[config.mk]
export PLATFORM = sky130hd
export DESIGN_NAME = tctt_ctrl
export DESIGN_NICKNAME = d
export VERILOG_FILES = /design/src/hdl/tctt_pkg.sv /design/src/hdl/tctt_ctrl.sv
export SDC_FILE = /design/constraint.sdc
export NUM_CORES = 1
export LEC_CHECK = 0
export CAP_MARGIN = 20
export CORE_AREA = 2 2 39 41
export DETAILED_ROUTE_END_ITERATION = 10
export DIE_AREA = 0 0 41 43
export DONT_BUFFER_PORTS = 1
export PLACE_DENSITY = 0.3
export REMOVE_ABC_BUFFERS = 1
export SLEW_MARGIN = 5
export SYNTH_ARGS = -nofsm -noshare
export SYNTH_HDL_FRONTEND = slang
export SYNTH_SLANG_ARGS = --single-unit
[constraint.sdc]
create_clock -name clk -period 2.65 [get_ports clk]
set_input_delay 0.53 -clock clk [delete_from_list [all_inputs] [get_ports clk]]
set_output_delay 0.53 -clock clk [all_outputs]
set_load 0.05 [all_outputs]
[src/hdl/tctt_pkg.sv]
package tctt_pkg;

  localparam int TableDepth = 64;
  localparam int IdxW       = $clog2(TableDepth);
  localparam int CountW     = 7;

  typedef enum logic [1:0] {
    FUNC_NEW   = 2'd0,
    FUNC_TRACK = 2'd1,
    FUNC_CLEAR = 2'd2,
    FUNC_NONE  = 2'd3
  } func_t;

  typedef enum logic [2:0] {
    RSN_MATCHED  = 3'd0,
    RSN_NOMATCH  = 3'd1,
    RSN_ADDED    = 3'd2,
    RSN_FULL     = 3'd3,
    RSN_NOT_SYN  = 3'd4
  } reason_t;

  localparam logic [2:0] ST_WAIT   = 3'd0;
  localparam logic [2:0] ST_SYN    = 3'd1;
  localparam logic [2:0] ST_SYNACK = 3'd2;
  localparam logic [2:0] ST_EST    = 3'd3;
  localparam logic [2:0] ST_FIN1   = 3'd4;
  localparam logic [2:0] ST_FIN2   = 3'd5;

  localparam logic [1:0] KIND_PLAIN = 2'd0;

  typedef struct packed {
    logic [31:0] ca;
    logic [15:0] cp;
    logic [31:0] sa;
    logic [15:0] sp;
    logic [2:0]  st;
  } entry_t;

  typedef enum logic [2:0] {
    S_IDLE,
    S_DEC,
    S_RD,
    S_CMP,
    S_EXEC,
    S_WR2,
    S_OUT
  } fsm_t;

  typedef struct packed {
    logic capture;
    logic finish;
    logic start;
    logic rd;
    logic cmp;
    logic exec;
    logic wr2;
  } cmd_t;

  typedef struct packed {
    logic direct;
    logic hit;
    logic last;
    logic need_wr2;
  } sts_t;

endpackage

[src/hdl/tctt_ctrl.sv]
module tctt_ctrl
  import tctt_pkg::*;
(
  input  logic clk,
  input  logic rst_n,
  input  logic in_valid,
  output logic in_ready,
  output logic out_valid,
  input  logic out_ready,
  input  sts_t sts,
  output cmd_t cmd
);

  fsm_t state_r, state_nxt;

  always_ff @(posedge clk) begin
    if (!rst_n) begin
      state_r <= S_IDLE;
    end else begin
      state_r <= state_nxt;
    end
  end

  always_comb begin
    state_nxt = state_r;
    cmd       = '0;
    in_ready  = 1'b0;
    out_valid = 1'b0;
    unique case (state_r)
      S_IDLE: begin
        in_ready = 1'b1;
        if (in_valid) begin
          cmd.capture = 1'b1;
          state_nxt   = S_DEC;
        end
      end
      S_DEC: begin
        if (sts.direct) begin
          cmd.finish = 1'b1;
          state_nxt  = S_OUT;
        end else begin
          cmd.start = 1'b1;
          state_nxt = S_RD;
        end
      end
      S_RD: begin
        cmd.rd    = 1'b1;
        state_nxt = S_CMP;
      end
      S_CMP: begin
        cmd.cmp   = 1'b1;
        state_nxt = (sts.hit || sts.last) ? S_EXEC : S_RD;
      end
      S_EXEC: begin
        cmd.exec  = 1'b1;
        state_nxt = sts.need_wr2 ? S_WR2 : S_OUT;
      end
      S_WR2: begin
        cmd.wr2   = 1'b1;
        state_nxt = S_OUT;
      end
      S_OUT: begin
        out_valid = 1'b1;
        if (out_ready) begin
          state_nxt = S_IDLE;
        end
      end
      default: state_nxt = S_IDLE;
    endcase
  end

endmodule

==> flow_metrics.tcl <==
set metrics [dict create \
    syn_to_final_growth_pct 29.7 \
    core_area_um2 1380 \
    drt_iter0_markers 3 \
    insertion_delay_ns 0.23 \
    switching_share 0.435 \
    crit_type "reg2out" \
    via_per_inst 4.70 \
    power.density_nw_per_um2 754 \
    largest_reg_flops 3 \
    cts_root_buf "clkbuf_4" \
    cts.clk_slew.worst_paths_ns 0.04 \
    setup_tns_ns 0 \
    cts_resized 0 \
    crit_required_ns 2.12 \
    seqPwrFrac 0.294 \
    syn_inst 31 \
    worst_pin_slew_ns 0.492 \
    die-area_um2 1760 \
    die_h_um 43 \
    largest_register "state_r" \
    ff2ff_path_depth 3 \
    dpl.cell_count 49 \
    antenna_found_initial 0 \
    leakagePower_nw 0.139 \
    maxCapViolCount 0 \
    grt_pass1_wl_mm 1.08 \
    cts.path.max_buffers 2 \
    layout.cells.non_filler 53 \
    worst_ir_drop_vdd_mv 0.261 \
    crit_path_max_fanout 14 \
    hold_violations 0 \
    yosys_warnings 0 \
    holdBufCountCts 0 \
    fin_area_um2 328 \
    cts.sinks 3 \
    start_kind "flip-flop" \
    cts_buffers 3 \
    grt_max_degree 15 \
    skew_ns 0.000564 \
    synth_cell_types 19 \
    cts_htree_levels 1 \
    drc 0 \
    synth_area_um2 253 \
    rows 14 \
    drive_gt1_frac 0.378 \
    dp_hpwl_um 439 \
    syn_avg_cell_area_um2 8.15 \
    postPlaceCellArea_um2 302 \
    power_frac_comb 0.386 \
    setup-violations-final 0 \
    drt-total-wl_um 595 \
    nNetsFinal 46 \
    final_common_cell "buf_4" \
    largestRegisters "state_r: 3 flops" \
    seq_area_frac_synth 0.238 \
    outcome "completed" \
    endpoint_kind "primary output" \
    clkPwrFrac 0.320 \
    cts_tree "done" \
    fmax_ghz 0.477 \
    fin_crit_ns 2.10 \
    fillers 158 \
    cp.arrival_ns 1.57 \
    rsz0062_at_grt "false" \
    period_share 0.791 \
    p_int_mw 0.140 \
    layout_common_cells "buf_4 (5), nor2_1 (4), o21ai_0 (4)" \
    slew_violations 0 \
    via_count 249 \
    io_pins 17 \
    grt_pass1_vias 278 \
    gr-usage-all-layers 0.0892 \
    postRouteAntennaNets 0 \
    gp_routability_congestion 0.635 \
    post-cts-setup-buffers 0 \
    overflow 0 \
    n_antenna_cell 0 \
    portBuffers 0 \
    ys_seq_elements 3 \
    hp-class "in2reg" \
    die_w_um 41 \
    maxSlewHeadroom 0.673 \
    p_sw_mw 0.108 \
    wl_per_cell_um 11.2 \
    hold_depth 2 \
    initial_core_util 0.183 \
    dr.pass1.iters 3 \
]
## metrics by stage
stage	utilization	setup WS [ns]	power [mW]	hold WS (ns)
detailed placement	0.218	0.779	0.171	0.662
global placement	0.218	0.784	0.170	0.657
floorplan	-	0.000323	0.144	0.560
global route	0.237	0.431	0.264	0.427
CTS	0.237	0.524	0.254	0.422
finish	0.237	0.555	0.247	0.431
## critical path, stage by stage (launching register included)
cell     delay [ns]
dfxtp_1        0.44
nor3_2         0.22
buf_4          0.22
and2_1         0.46
## routing by layer
metal	global-route usage	part of all wire
met1	0.109	0.43
met3	0.0628	0.099
met4	0.0200	0
met2	0.125	0.47
met5	0	0
## synthesized netlist by cell type, drive strengths merged
cell type,number,area share
buf,3,0.094
nor3b,2,0.059
nand2,2,0.030
nor2b,1,0.025
nor3,1,0.020
nor4b,1,0.059
nand3b,1,0.030
and3b,3,0.10
o221a,1,0.045
o31ai,1,0.030
and2,1,0.025
dfxtp,3,0.24
a21oi,2,0.054
and4bb,1,0.049
o21ai,4,0.079
nor2,4,0.059
## cell families (layout without fill, tap and decap cells)
family	after synthesis	in the layout	share of synthesized area
simple gates	17	17	0.460
compound gates	8	8	0.208
flops	3	3	0.238
buf+inv	3	9	0.0940
## final timing paths
path | from | slack, ns | end
worst max register to register | state_r[1] | 1.49 | state_r[2]
worst max-delay path | state_r[1] | 0.55 | cmd[6]
worst min register to register | state_r[1] | 0.66 | state_r[1]
worst min-delay path | rst_n | 0.43 | state_r[1]
## power groups by stage
stage | registers (mW) | clock network [mW] | logic [mW]
final | 0.0727 | 0.0791 | 0.0955
after global routing | 0.0765 | 0.0859 | 0.101
after CTS | 0.0739 | 0.0838 | 0.0967
after detailed placement | 0.0745 | 0 | 0.0964
after global placement | 0.0733 | 0 | 0.0969
after floorplan | 0.0657 | 0 | 0.0780
## cell type report
cell class	instances	area, µm²	area share
well taps	16	20.0	0.0611
repair buffers	5	37.5	0.115
flip-flops and latches	3	60.1	0.183
clock buffers	4	26.3	0.0802
multi-input cells	25	184	0.561
No activity file was read; power rests on OpenSTA's default activity.
